### src/hdl/bvps_pkg.sv
// ---------------------------------------------------------------------------
// Body velocity and position step: shared package
// Types, codes and constants used by the controller, the datapath and the
// top level of the body stepper.
// ---------------------------------------------------------------------------
`default_nettype none

package bvps_pkg;

  // Number of CORDIC micro-rotations used for the top-view drag direction.
  localparam int unsigned CordicIterations = 16;
  localparam int unsigned IterW            = $clog2(CordicIterations);

  // round(2^16 / CORDIC gain), pre-scales the drag vector.
  localparam logic [15:0] InvGainQ16 = 16'd39797;

  // Velocity limit, 100.0 in Q8.8.
  localparam int VelLimit = 25600;

  // Configuration register indexes.
  typedef enum logic [2:0] {
    CfgBodyFixed   = 3'd0,
    CfgGravityOn   = 3'd1,
    CfgTopView     = 3'd2,
    CfgDragStep    = 3'd3,
    CfgGravityStep = 3'd4
  } cfg_idx_e;

  // Item operation codes.
  typedef enum logic [1:0] {
    OpTick    = 2'd0,
    OpLoadVel = 2'd1,
    OpLoadPos = 2'd2
  } op_e;

  // Controller states.
  typedef enum logic [1:0] {
    StIdle,
    StRotate,
    StVel,
    StPos
  } ctl_state_e;

  // One input item.
  typedef struct packed {
    logic [1:0]         operation;
    logic signed [15:0] load_vel_x;
    logic signed [15:0] load_vel_y;
    logic signed [31:0] load_pos_x;
    logic signed [31:0] load_pos_y;
  } in_item_t;

  // One result item.
  typedef struct packed {
    logic signed [31:0] pos_x_out;
    logic signed [31:0] pos_y_out;
    logic signed [15:0] vel_x_out;
    logic signed [15:0] vel_y_out;
  } out_item_t;

  // Commands from the controller to the datapath.
  typedef struct packed {
    logic             accept;
    logic             rotate;
    logic [IterW-1:0] iter;
    logic             vel_update;
    logic             pos_update;
  } ctl_cmd_t;

  // Status from the datapath to the controller.
  typedef struct packed {
    logic needs_rotate;
  } dp_status_t;

endpackage

`default_nettype wire

### src/hdl/bvps_ctrl.sv
// ---------------------------------------------------------------------------
// Body velocity and position step: controller
// Sequences one item at a time through capture, CORDIC micro-rotations when
// needed, velocity update and position update, and owns the result valid flag.
// ---------------------------------------------------------------------------
`default_nettype none

module bvps_ctrl (
  input  wire                  clk_i,
  input  wire                  rst_ni,
  input  wire                  in_valid_i,
  output logic                 in_stall_o,
  output logic                 out_valid_o,
  input  wire                  out_stall_i,
  input  bvps_pkg::dp_status_t status_i,
  output bvps_pkg::ctl_cmd_t   cmd_o
);
  import bvps_pkg::*;

  ctl_state_e       state_q, state_d;
  logic [IterW-1:0] iter_q, iter_d;
  logic             out_valid_q, out_valid_d;
  logic             last_iter;

  assign last_iter = (iter_q == IterW'(CordicIterations - 1));

  // State, iteration counter and result valid registers.
  always_ff @(posedge clk_i or negedge rst_ni) begin
    if (!rst_ni) begin
      state_q     <= StIdle;
      iter_q      <= '0;
      out_valid_q <= 1'b0;
    end else begin
      state_q     <= state_d;
      iter_q      <= iter_d;
      out_valid_q <= out_valid_d;
    end
  end

  // Next state and datapath commands.
  always_comb begin
    state_d        = state_q;
    iter_d         = iter_q;
    out_valid_d    = out_valid_q & out_stall_i;
    cmd_o          = '0;
    cmd_o.iter     = iter_q;
    in_stall_o     = 1'b1;
    unique case (state_q)
      StIdle: begin
        in_stall_o = 1'b0;
        if (in_valid_i) begin
          cmd_o.accept = 1'b1;
          iter_d       = '0;
          state_d      = status_i.needs_rotate ? StRotate : StVel;
        end
      end
      StRotate: begin
        cmd_o.rotate = 1'b1;
        iter_d       = iter_q + IterW'(1);
        if (last_iter) begin
          state_d = StVel;
        end
      end
      StVel: begin
        cmd_o.vel_update = 1'b1;
        state_d          = StPos;
      end
      StPos: begin
        // The result register must be free or being emptied this cycle.
        if (!out_valid_q || !out_stall_i) begin
          cmd_o.pos_update = 1'b1;
          out_valid_d      = 1'b1;
          state_d          = StIdle;
        end
      end
      default: begin
        state_d = StIdle;
      end
    endcase
  end

  assign out_valid_o = out_valid_q;

`ifndef NO_ASSERTIONS
  // A result only appears after the position update.
  a_valid_from_pos: assert property (@(posedge clk_i) disable iff (!rst_ni)
    $rose(out_valid_q) |-> $past(state_q == StPos))
    else $error("result valid raised outside the position update");

  // The rotation count starts from zero for every top-view tick of a free body.
  a_iter_start: assert property (@(posedge clk_i) disable iff (!rst_ni)
    (state_q == StIdle && in_valid_i && status_i.needs_rotate) |=>
      (state_q == StRotate && iter_q == '0))
    else $error("CORDIC did not start at iteration zero");

  // The last micro-rotation hands over to the velocity update.
  a_iter_end: assert property (@(posedge clk_i) disable iff (!rst_ni)
    (state_q == StRotate && last_iter) |=> state_q == StVel)
    else $error("CORDIC overran its iteration count");

  // A waiting result is never overwritten.
  a_hold_result: assert property (@(posedge clk_i) disable iff (!rst_ni)
    (state_q == StPos && out_valid_q && out_stall_i) |=> state_q == StPos)
    else $error("new result written over a stalled one");
`endif

endmodule

`default_nettype wire

### src/hdl/bvps_datapath.sv
// ---------------------------------------------------------------------------
// Body velocity and position step: datapath
// Holds the configuration, the body state, the captured item, the CORDIC
// registers and the result register, and applies the controller's commands.
// ---------------------------------------------------------------------------
`default_nettype none

module bvps_datapath (
  input  wire                  clk_i,
  input  wire                  rst_ni,
  input  wire                  cfg_we_i,
  input  wire  [2:0]           cfg_index_i,
  input  wire  [15:0]          cfg_wdata_i,
  input  bvps_pkg::in_item_t   in_data_i,
  output bvps_pkg::out_item_t  out_data_o,
  input  bvps_pkg::ctl_cmd_t   cmd_i,
  output bvps_pkg::dp_status_t status_o
);
  import bvps_pkg::*;

  // Subtract cut from v, stopping at zero if the result crosses it; zero stays zero.
  function automatic logic signed [19:0] stop_at_zero(logic signed [19:0] v,
                                                      logic signed [19:0] cut);
    logic signed [19:0] r;
    r = v - cut;
    if (v > 20'sd0) begin
      return (r < 20'sd0) ? 20'sd0 : r;
    end else if (v < 20'sd0) begin
      return (r > 20'sd0) ? 20'sd0 : r;
    end
    return v;
  endfunction

  // Saturate to plus or minus the velocity limit.
  function automatic logic signed [15:0] clamp_vel(logic signed [19:0] v);
    if (v >= 20'(VelLimit)) begin
      return 16'(VelLimit);
    end else if (v <= -20'(VelLimit)) begin
      return -16'(VelLimit);
    end
    return v[15:0];
  endfunction

  // Configuration registers.
  logic               body_fixed_q, gravity_on_q, top_view_q;
  logic [14:0]        drag_step_q;
  logic signed [15:0] gravity_step_q;

  // Body state.
  logic signed [15:0] vel_x_q, vel_y_q, vel_x_d, vel_y_d;
  logic signed [31:0] pos_x_q, pos_y_q, pos_x_d, pos_y_d;

  // Captured item and CORDIC working registers.
  in_item_t           item_q;
  logic               turned_q;
  logic signed [33:0] x_q, y_q, cx_q, cy_q;
  out_item_t          out_q;

  // CORDIC start values.
  logic               turned_init;
  logic signed [16:0] vx_init, vy_init;
  logic [30:0]        drag_prod;

  // Micro-rotation terms.
  logic signed [33:0] y_sh, x_sh, cx_sh, cy_sh;

  // Velocity update terms.
  logic signed [33:0] cx_rnd, cy_rnd;
  logic signed [19:0] share_x, share_y, vx_w, vy_w, vx_n, vy_n;

  // Configuration writes.
  always_ff @(posedge clk_i or negedge rst_ni) begin
    if (!rst_ni) begin
      body_fixed_q   <= 1'b0;
      gravity_on_q   <= 1'b1;
      top_view_q     <= 1'b0;
      drag_step_q    <= 15'd128;
      gravity_step_q <= 16'sd64;
    end else if (cfg_we_i) begin
      unique case (cfg_index_i)
        CfgBodyFixed:   body_fixed_q   <= cfg_wdata_i[0];
        CfgGravityOn:   gravity_on_q   <= cfg_wdata_i[0];
        CfgTopView:     top_view_q     <= cfg_wdata_i[0];
        CfgDragStep:    drag_step_q    <= cfg_wdata_i[14:0];
        CfgGravityStep: gravity_step_q <= $signed(cfg_wdata_i);
        default: ;
      endcase
    end
  end

  // Only a tick of a free body in top view needs the CORDIC.
  assign status_o.needs_rotate = (in_data_i.operation == OpTick) && !body_fixed_q && top_view_q;

  // Start values: the velocity is turned by half a turn when x is negative.
  assign turned_init = vel_x_q[15];
  assign vx_init     = turned_init ? -17'(vel_x_q) : 17'(vel_x_q);
  assign vy_init     = turned_init ? -17'(vel_y_q) : 17'(vel_y_q);
  assign drag_prod   = 31'(drag_step_q) * 31'(InvGainQ16);

  // Arithmetic shifts for the current micro-rotation.
  assign y_sh  = y_q >>> cmd_i.iter;
  assign x_sh  = x_q >>> cmd_i.iter;
  assign cx_sh = cx_q >>> cmd_i.iter;
  assign cy_sh = cy_q >>> cmd_i.iter;

  // Item capture and CORDIC iterations.
  always_ff @(posedge clk_i) begin
    if (cmd_i.accept) begin
      item_q   <= in_data_i;
      turned_q <= turned_init;
      x_q      <= {vx_init[16], vx_init, 16'h0000};
      y_q      <= {vy_init[16], vy_init, 16'h0000};
      cx_q     <= {3'b000, drag_prod};
      cy_q     <= '0;
    end else if (cmd_i.rotate) begin
      // The vector turns towards the x axis, the drag vector the other way.
      if (!y_q[33]) begin
        x_q  <= x_q + y_sh;
        y_q  <= y_q - x_sh;
        cx_q <= cx_q - cy_sh;
        cy_q <= cy_q + cx_sh;
      end else begin
        x_q  <= x_q - y_sh;
        y_q  <= y_q + x_sh;
        cx_q <= cx_q + cy_sh;
        cy_q <= cy_q - cx_sh;
      end
    end
  end

  // Drag shares, rounded to Q8.8 and turned back when needed.
  assign cx_rnd  = cx_q + 34'sd32768;
  assign cy_rnd  = cy_q + 34'sd32768;
  assign share_x = turned_q ? -20'($signed(cx_rnd[33:16])) : 20'($signed(cx_rnd[33:16]));
  assign share_y = turned_q ? -20'($signed(cy_rnd[33:16])) : 20'($signed(cy_rnd[33:16]));

  // Velocity update for a tick, then the clamp, or the loaded velocity.
  always_comb begin
    vx_w = 20'(vel_x_q);
    vy_w = 20'(vel_y_q);
    vx_n = vx_w;
    vy_n = vy_w;
    if (!body_fixed_q) begin
      if (!top_view_q) begin
        vy_n = gravity_on_q ? vy_w + 20'(gravity_step_q) : vy_w;
        vx_n = stop_at_zero(vx_w, 20'($signed({1'b0, drag_step_q})));
      end else begin
        vx_n = stop_at_zero(vx_w, share_x);
        vy_n = stop_at_zero(vy_w, share_y);
      end
    end
    vel_x_d = vel_x_q;
    vel_y_d = vel_y_q;
    case (item_q.operation)
      OpTick: begin
        vel_x_d = clamp_vel(vx_n);
        vel_y_d = clamp_vel(vy_n);
      end
      OpLoadVel: begin
        vel_x_d = item_q.load_vel_x;
        vel_y_d = item_q.load_vel_y;
      end
      default: ;
    endcase
  end

  // Position update: the sum wraps.
  always_comb begin
    pos_x_d = pos_x_q;
    pos_y_d = pos_y_q;
    case (item_q.operation)
      OpTick: begin
        pos_x_d = pos_x_q + 32'(vel_x_q);
        pos_y_d = pos_y_q + 32'(vel_y_q);
      end
      OpLoadPos: begin
        pos_x_d = item_q.load_pos_x;
        pos_y_d = item_q.load_pos_y;
      end
      default: ;
    endcase
  end

  // Body state registers.
  always_ff @(posedge clk_i or negedge rst_ni) begin
    if (!rst_ni) begin
      vel_x_q <= '0;
      vel_y_q <= '0;
      pos_x_q <= '0;
      pos_y_q <= '0;
    end else begin
      if (cmd_i.vel_update) begin
        vel_x_q <= vel_x_d;
        vel_y_q <= vel_y_d;
      end
      if (cmd_i.pos_update) begin
        pos_x_q <= pos_x_d;
        pos_y_q <= pos_y_d;
      end
    end
  end

  // Result register, loaded together with the position.
  always_ff @(posedge clk_i) begin
    if (cmd_i.pos_update) begin
      out_q.pos_x_out <= pos_x_d;
      out_q.pos_y_out <= pos_y_d;
      out_q.vel_x_out <= vel_x_q;
      out_q.vel_y_out <= vel_y_q;
    end
  end

  assign out_data_o = out_q;

endmodule

`default_nettype wire

### src/hdl/body_velocity_position_step.sv
// ---------------------------------------------------------------------------
// Body velocity and position step: top level
// Steps the velocity and position of one body per tick with gravity and
// drag, or loads velocity or position, and reports the state after each item.
// ---------------------------------------------------------------------------
//
//   Channel   Direction  Handshake                  Payload
//   in        input      in_valid_i / in_stall_o    in_data_i  (in_item_t)
//   out       output     out_valid_o / out_stall_i  out_data_o (out_item_t)
//   cfg       input      cfg_we_i                   cfg_index_i, cfg_wdata_i
//
// An item passes from transfer through the velocity update and the position
// update into the result register; a top-view tick of a free body first runs
// the CordicIterations CORDIC micro-rotations. One item is worked on at a time.
// The next item is taken while a result still waits in the output register.
// Reset clears the body state to zero and the configuration registers to their defaults.
// ---------------------------------------------------------------------------
`default_nettype none

module body_velocity_position_step (
  input  wire                 clk_i,
  input  wire                 rst_ni,
  input  wire                 cfg_we_i,
  input  wire  [2:0]          cfg_index_i,
  input  wire  [15:0]         cfg_wdata_i,
  input  wire                 in_valid_i,
  output logic                in_stall_o,
  input  bvps_pkg::in_item_t  in_data_i,
  output logic                out_valid_o,
  input  wire                 out_stall_i,
  output bvps_pkg::out_item_t out_data_o
);
  import bvps_pkg::*;

  ctl_cmd_t   cmd;
  dp_status_t status;

  // Sequencer.
  bvps_ctrl u_ctrl (
    .clk_i       (clk_i),
    .rst_ni      (rst_ni),
    .in_valid_i  (in_valid_i),
    .in_stall_o  (in_stall_o),
    .out_valid_o (out_valid_o),
    .out_stall_i (out_stall_i),
    .status_i    (status),
    .cmd_o       (cmd)
  );

  // Arithmetic and storage.
  bvps_datapath u_datapath (
    .clk_i       (clk_i),
    .rst_ni      (rst_ni),
    .cfg_we_i    (cfg_we_i),
    .cfg_index_i (cfg_index_i),
    .cfg_wdata_i (cfg_wdata_i),
    .in_data_i   (in_data_i),
    .out_data_o  (out_data_o),
    .cmd_i       (cmd),
    .status_o    (status)
  );

endmodule

`default_nettype wire
### config.mk
export PLATFORM = sky130hd
export DESIGN_NAME = body_velocity_position_step
export DESIGN_NICKNAME = d
export VERILOG_FILES = /design/src/hdl/bvps_pkg.sv /design/src/hdl/bvps_ctrl.sv /design/src/hdl/bvps_datapath.sv /design/src/hdl/body_velocity_position_step.sv
export SDC_FILE = /design/constraint.sdc
export NUM_CORES = 2
export LEC_CHECK = 0
export BUFFER_PORTS_ARGS = -buffer_cell sky130_fd_sc_hd__buf_4
export CAP_MARGIN = 20
export CORE_UTILIZATION = 58
export DETAILED_ROUTE_END_ITERATION = 6
export PLACE_DENSITY_LB_ADDON = 0.05
export SLEW_MARGIN = 20
export SYNTH_ARGS = -nofsm -noshare
export SYNTH_HDL_FRONTEND = slang
export SYNTH_SLANG_ARGS = --single-unit
### constraint.sdc
create_clock -name clk_i -period 6.6 [get_ports clk_i]
set_clock_uncertainty 0.1 [all_clocks]
set_input_delay 0.66 -clock clk_i [delete_from_list [all_inputs] [get_ports clk_i]]
set_output_delay 0.66 -clock clk_i [all_outputs]
set_load 0.05 [all_outputs]
==> impl_metrics.csv <==
group,metric,value,unit
cts,ctsLongestPathBuffers,3,
logic_synthesis,async_flop_share,29.3,%
place,dpl_cell_area,50900,sq um
floorplan,start_util,58.9,%
place,port_buffers,219,
timing,worst_slack,0.255,ns
timing,setup_viol,0,
final_layout,stdcell_count,6589,
floorplan,core_area,80900,sq um
worst_setup_path,crit_fanout,5,
floorplan,io-pin-count,220,
place,placed_cells,6471,
drt,first_pass_iters,7,
worst_setup_path,cp.required,6.84,ns
final_layout,area_delta_synth_final,11.7,%
logic_synthesis,netlist_top_cells_area,"edfxtp_1 (17%), ha_1 (10%), dfrtp_1 (7.0%)",
drt,drtIter0Drc,4086,
worst_setup_path,cp_cell_sequence,"buf_4, fa_1, inv_1, fa_1, inv_1, fa_1, inv_1, fa_1, fa_1, inv_1, fa_1, ha_4, buf_4, nand2_1, o21ai_1, a21oi_2, o211ai_1, a31oi_1, o21ai_1, and2_1, o41a_1, a211o_1, xnor2_1, o21ai_0",
logic_synthesis,synth_flop_cell,"edfxtp_1",
floorplan,fp.dieW,289,microns
logic_synthesis,yosys.cell_types.count,96,
drt,drt-total-wl,149000,microns
drt,wl_per_cell,22.6,microns
logic_synthesis,synth_common_cells,"nand2_1 (490), nor2_1 (468), ha_1 (392)",
final_layout,fillers,6804,
logic_synthesis,yosysTopAreaCellShare,16.5,%
timing,period_minus_slack,6.35,ns
cts,cts_tree,"yes",
final_layout,finalNetCount,6098,
logic_synthesis,ys_ff_latch,468,
logic_synthesis,syn_inst,5283,
timing,finalSetupTns,0,ns
worst_setup_path,cp-end-kind,"flip-flop",
final_layout,drive_gt1_share,15.1,%
worst_setup_path,slowest_delay,0.54,ns
timing,hold_violations,0,
timing,finalCritPeriodShare,96.1,%
floorplan,die_area,83300,sq um
logic_synthesis,ys_seq_area_share,26.6,%
final_layout,final_area,53200,sq um
timing,tightestPinTransition,1.15,ns
logic_synthesis,synth_top_area_cell,"edfxtp_1",
timing,slew_viol_final,0,
logic_synthesis,synth_nets,5900,
worst_setup_path,cp.arrival,6.59,ns
global_route,grt_max_degree,112,
logic_synthesis,syn_avg_cell_area,9.02,sq um
drt,drt-vias-per-instance,6.36,
cts,clk_pin_slew,0.07,ns
status,violations,"DRC",
drt,drc,4,
worst_setup_path,path_common_cell,"fa_1",
logic_synthesis,synth_enable_flop_cells,262,
worst_setup_path,cpMaxStageDelayCell,"fa_1",
logic_synthesis,netlist_area,47700,sq um
global_route,grt-ovfl-total,0,
global_route,track_usage,34.8,%
place,dp_hpwl,112000,microns
drt,num_vias,41900,
place,gp_congestion,0.998,
cts,htreeDepth,2,
hold_path,hold_depth,1,
drt,ant_nets,0,
timing,max_freq,0.158,GHz
cts,cts.sinks,468,
global_route,grt_pass1_wl,225000,microns
worst_setup_path,worstSetupPathType,"reg -> reg",
cts,numCtsBuffers,55,
worst_setup_path,worstRegToRegCells,24,
global_route,antenna_found_initial,0,
status,status,"finished with violations",
floorplan,row_count,104,
logic_synthesis,synth.most_common_cell,"nand2_1",
cts,cts_root_buf,"clkbuf_16",
hold_path,hold_path.class,"in -> reg",
job,max_cap_viol_count,0,
floorplan,die_y,289,microns
logic_synthesis,yosys_warnings,0,
place,pre_cts_ws,0.0648,ns
timing,max_slew_margin,23.1,%
cts,clk_latency,0.68,ns
worst_setup_path,crit_path_start_kind,"flip-flop",
global_route,grt_pass1_vias,38600,
[worst max-delay path: cells and delay by family (launching register included)]
family | cells | cell delay [ns]
flip-flops | 1 | 0.43
XOR/XNOR | 1 | 0.16
adder cells (fa/ha/maj) | 7 | 3.04
AND/OR/NAND/NOR | 2 | 0.25
buffers and inverters | 6 | 0.58
AO/OA/AOI/OAI | 8 | 1.44
[flip-flops by register name (all words and copies together) (netlist names), 2 cells and up]
signal and cells:
u_datapath.y_q 34, u_datapath.drag_step_q 15, u_datapath.cy_q 34, u_datapath.cx_q 34, u_datapath.item_q 98, u_ctrl.iter_q 4
u_datapath.vel_y_q 16, u_ctrl.state_q 2, u_datapath.vel_x_q 16, u_datapath.pos_y_q 32, u_datapath.pos_x_q 32, u_datapath.x_q 34
u_datapath.gravity_step_q 16, u_datapath.out_data_o 96
[metal layers]
metal | GRT usage, % | wire length [microns]
met1 | 50.6 | 65800
met2 | 51.4 | 63300
met3 | 6.96 | 13800
met4 | 12.5 | 5870
met5 | 0 | 0
[stage by stage]
stage,utilization (%),hold WS [ns]
after floorplan,-,0.264
after global placement,62.9,0.379
after detailed placement,62.9,0.386
final,65.8,0.0602
after global routing,65.7,0.0435
after CTS,65.4,0.0313
[final timing paths]
check	slack [ns]	to	startpoint
worst max-delay path	0.25	u_datapath.cx_q[30]$_DFFE_PP_	u_datapath.drag_step_q[4]$_DFFE_PN0P_
worst min-delay path	0.06	u_datapath.item_q[83]$_DFFE_PP_	in_data_i[83]
worst max register to register	0.25	u_datapath.cx_q[30]$_DFFE_PP_	u_datapath.drag_step_q[4]$_DFFE_PN0P_
worst min register to register	0.40	u_datapath.vel_y_q[1]$_DFFE_PN0P_	u_datapath.item_q[65]$_DFFE_PP_
max in group asynchronous	4.72	u_ctrl.iter_q[2]$_DFFE_PN0P_	rst_ni
min in group asynchronous	0.42	u_datapath.pos_x_q[26]$_DFFE_PN0P_	rst_ni
[layout make-up]
type / instances / area, sq um / share of cell area [%]
Antenna cell: 1 / 2.50 / 0.00470
Clock inverter: 42 / 532 / 0.999
Multi-Input combinational cell: 4282 / 33000 / 62.1
Tap cell: 1060 / 1330 / 2.49
Inverter: 288 / 1090 / 2.06
Timing Repair Buffer: 386 / 3100 / 5.83
Clock buffer: 62 / 1410 / 2.65
Sequential cell: 468 / 12700 / 23.9
[cell usage in the layout (no fill, tap or decap), types with 67 or more instances in the layout]
cell | netlist | final
a211oi_1 | 81 | 80
a21o_1 | 92 | 92
a21oi_1 | 380 | 376
buf_4 | 6 | 370
dfrtp_1 | 134 | 126
dfxtp_1 | 69 | 67
edfxtp_1 | 262 | 262
fa_1 | 103 | 103
ha_1 | 392 | 387
inv_1 | 278 | 274
mux2_2 | 120 | 120
mux2i_1 | 136 | 136
mux4_2 | 144 | 144
nand2_1 | 490 | 489
nand3_1 | 115 | 115
nor2_1 | 468 | 467
nor3_1 | 115 | 111
o21a_1 | 70 | 70
o21ai_0 | 302 | 299
xnor2_1 | 257 | 257
xor2_1 | 189 | 189
[kinds of logic (layout without fill, tap and decap cells)]
group / count (synthesis) / in the layout / synth area share, %
buffers and inverters: 533 / 778 / 4.38
other: 0 / 1 / 0
adder cells (fa/ha/maj): 495 / 495 / 14.6
AND/OR/NAND/NOR: 1591 / 1591 / 15.6
AO/OA/AOI/OAI: 1349 / 1349 / 18.0
XOR/XNOR: 447 / 447 / 8.23
flip-flops: 468 / 468 / 26.6
multiplexers: 400 / 400 / 12.5
[timing repair]
| action | 4_1_cts | 5_1_grt |
|---|---|---|
| setup buffers | 0 | 10 |
| hold endpoints to repair | 52 | 0 |
| hold buffers | 1 | 0 |
| endpoints found under the setup margin | 0 | 42 |
| resized for setup | 0 | 45 |
Power is left out: the tool's default activity adds up to more than one toggle a clock period on the data nets, which glitch-free logic cannot reach.
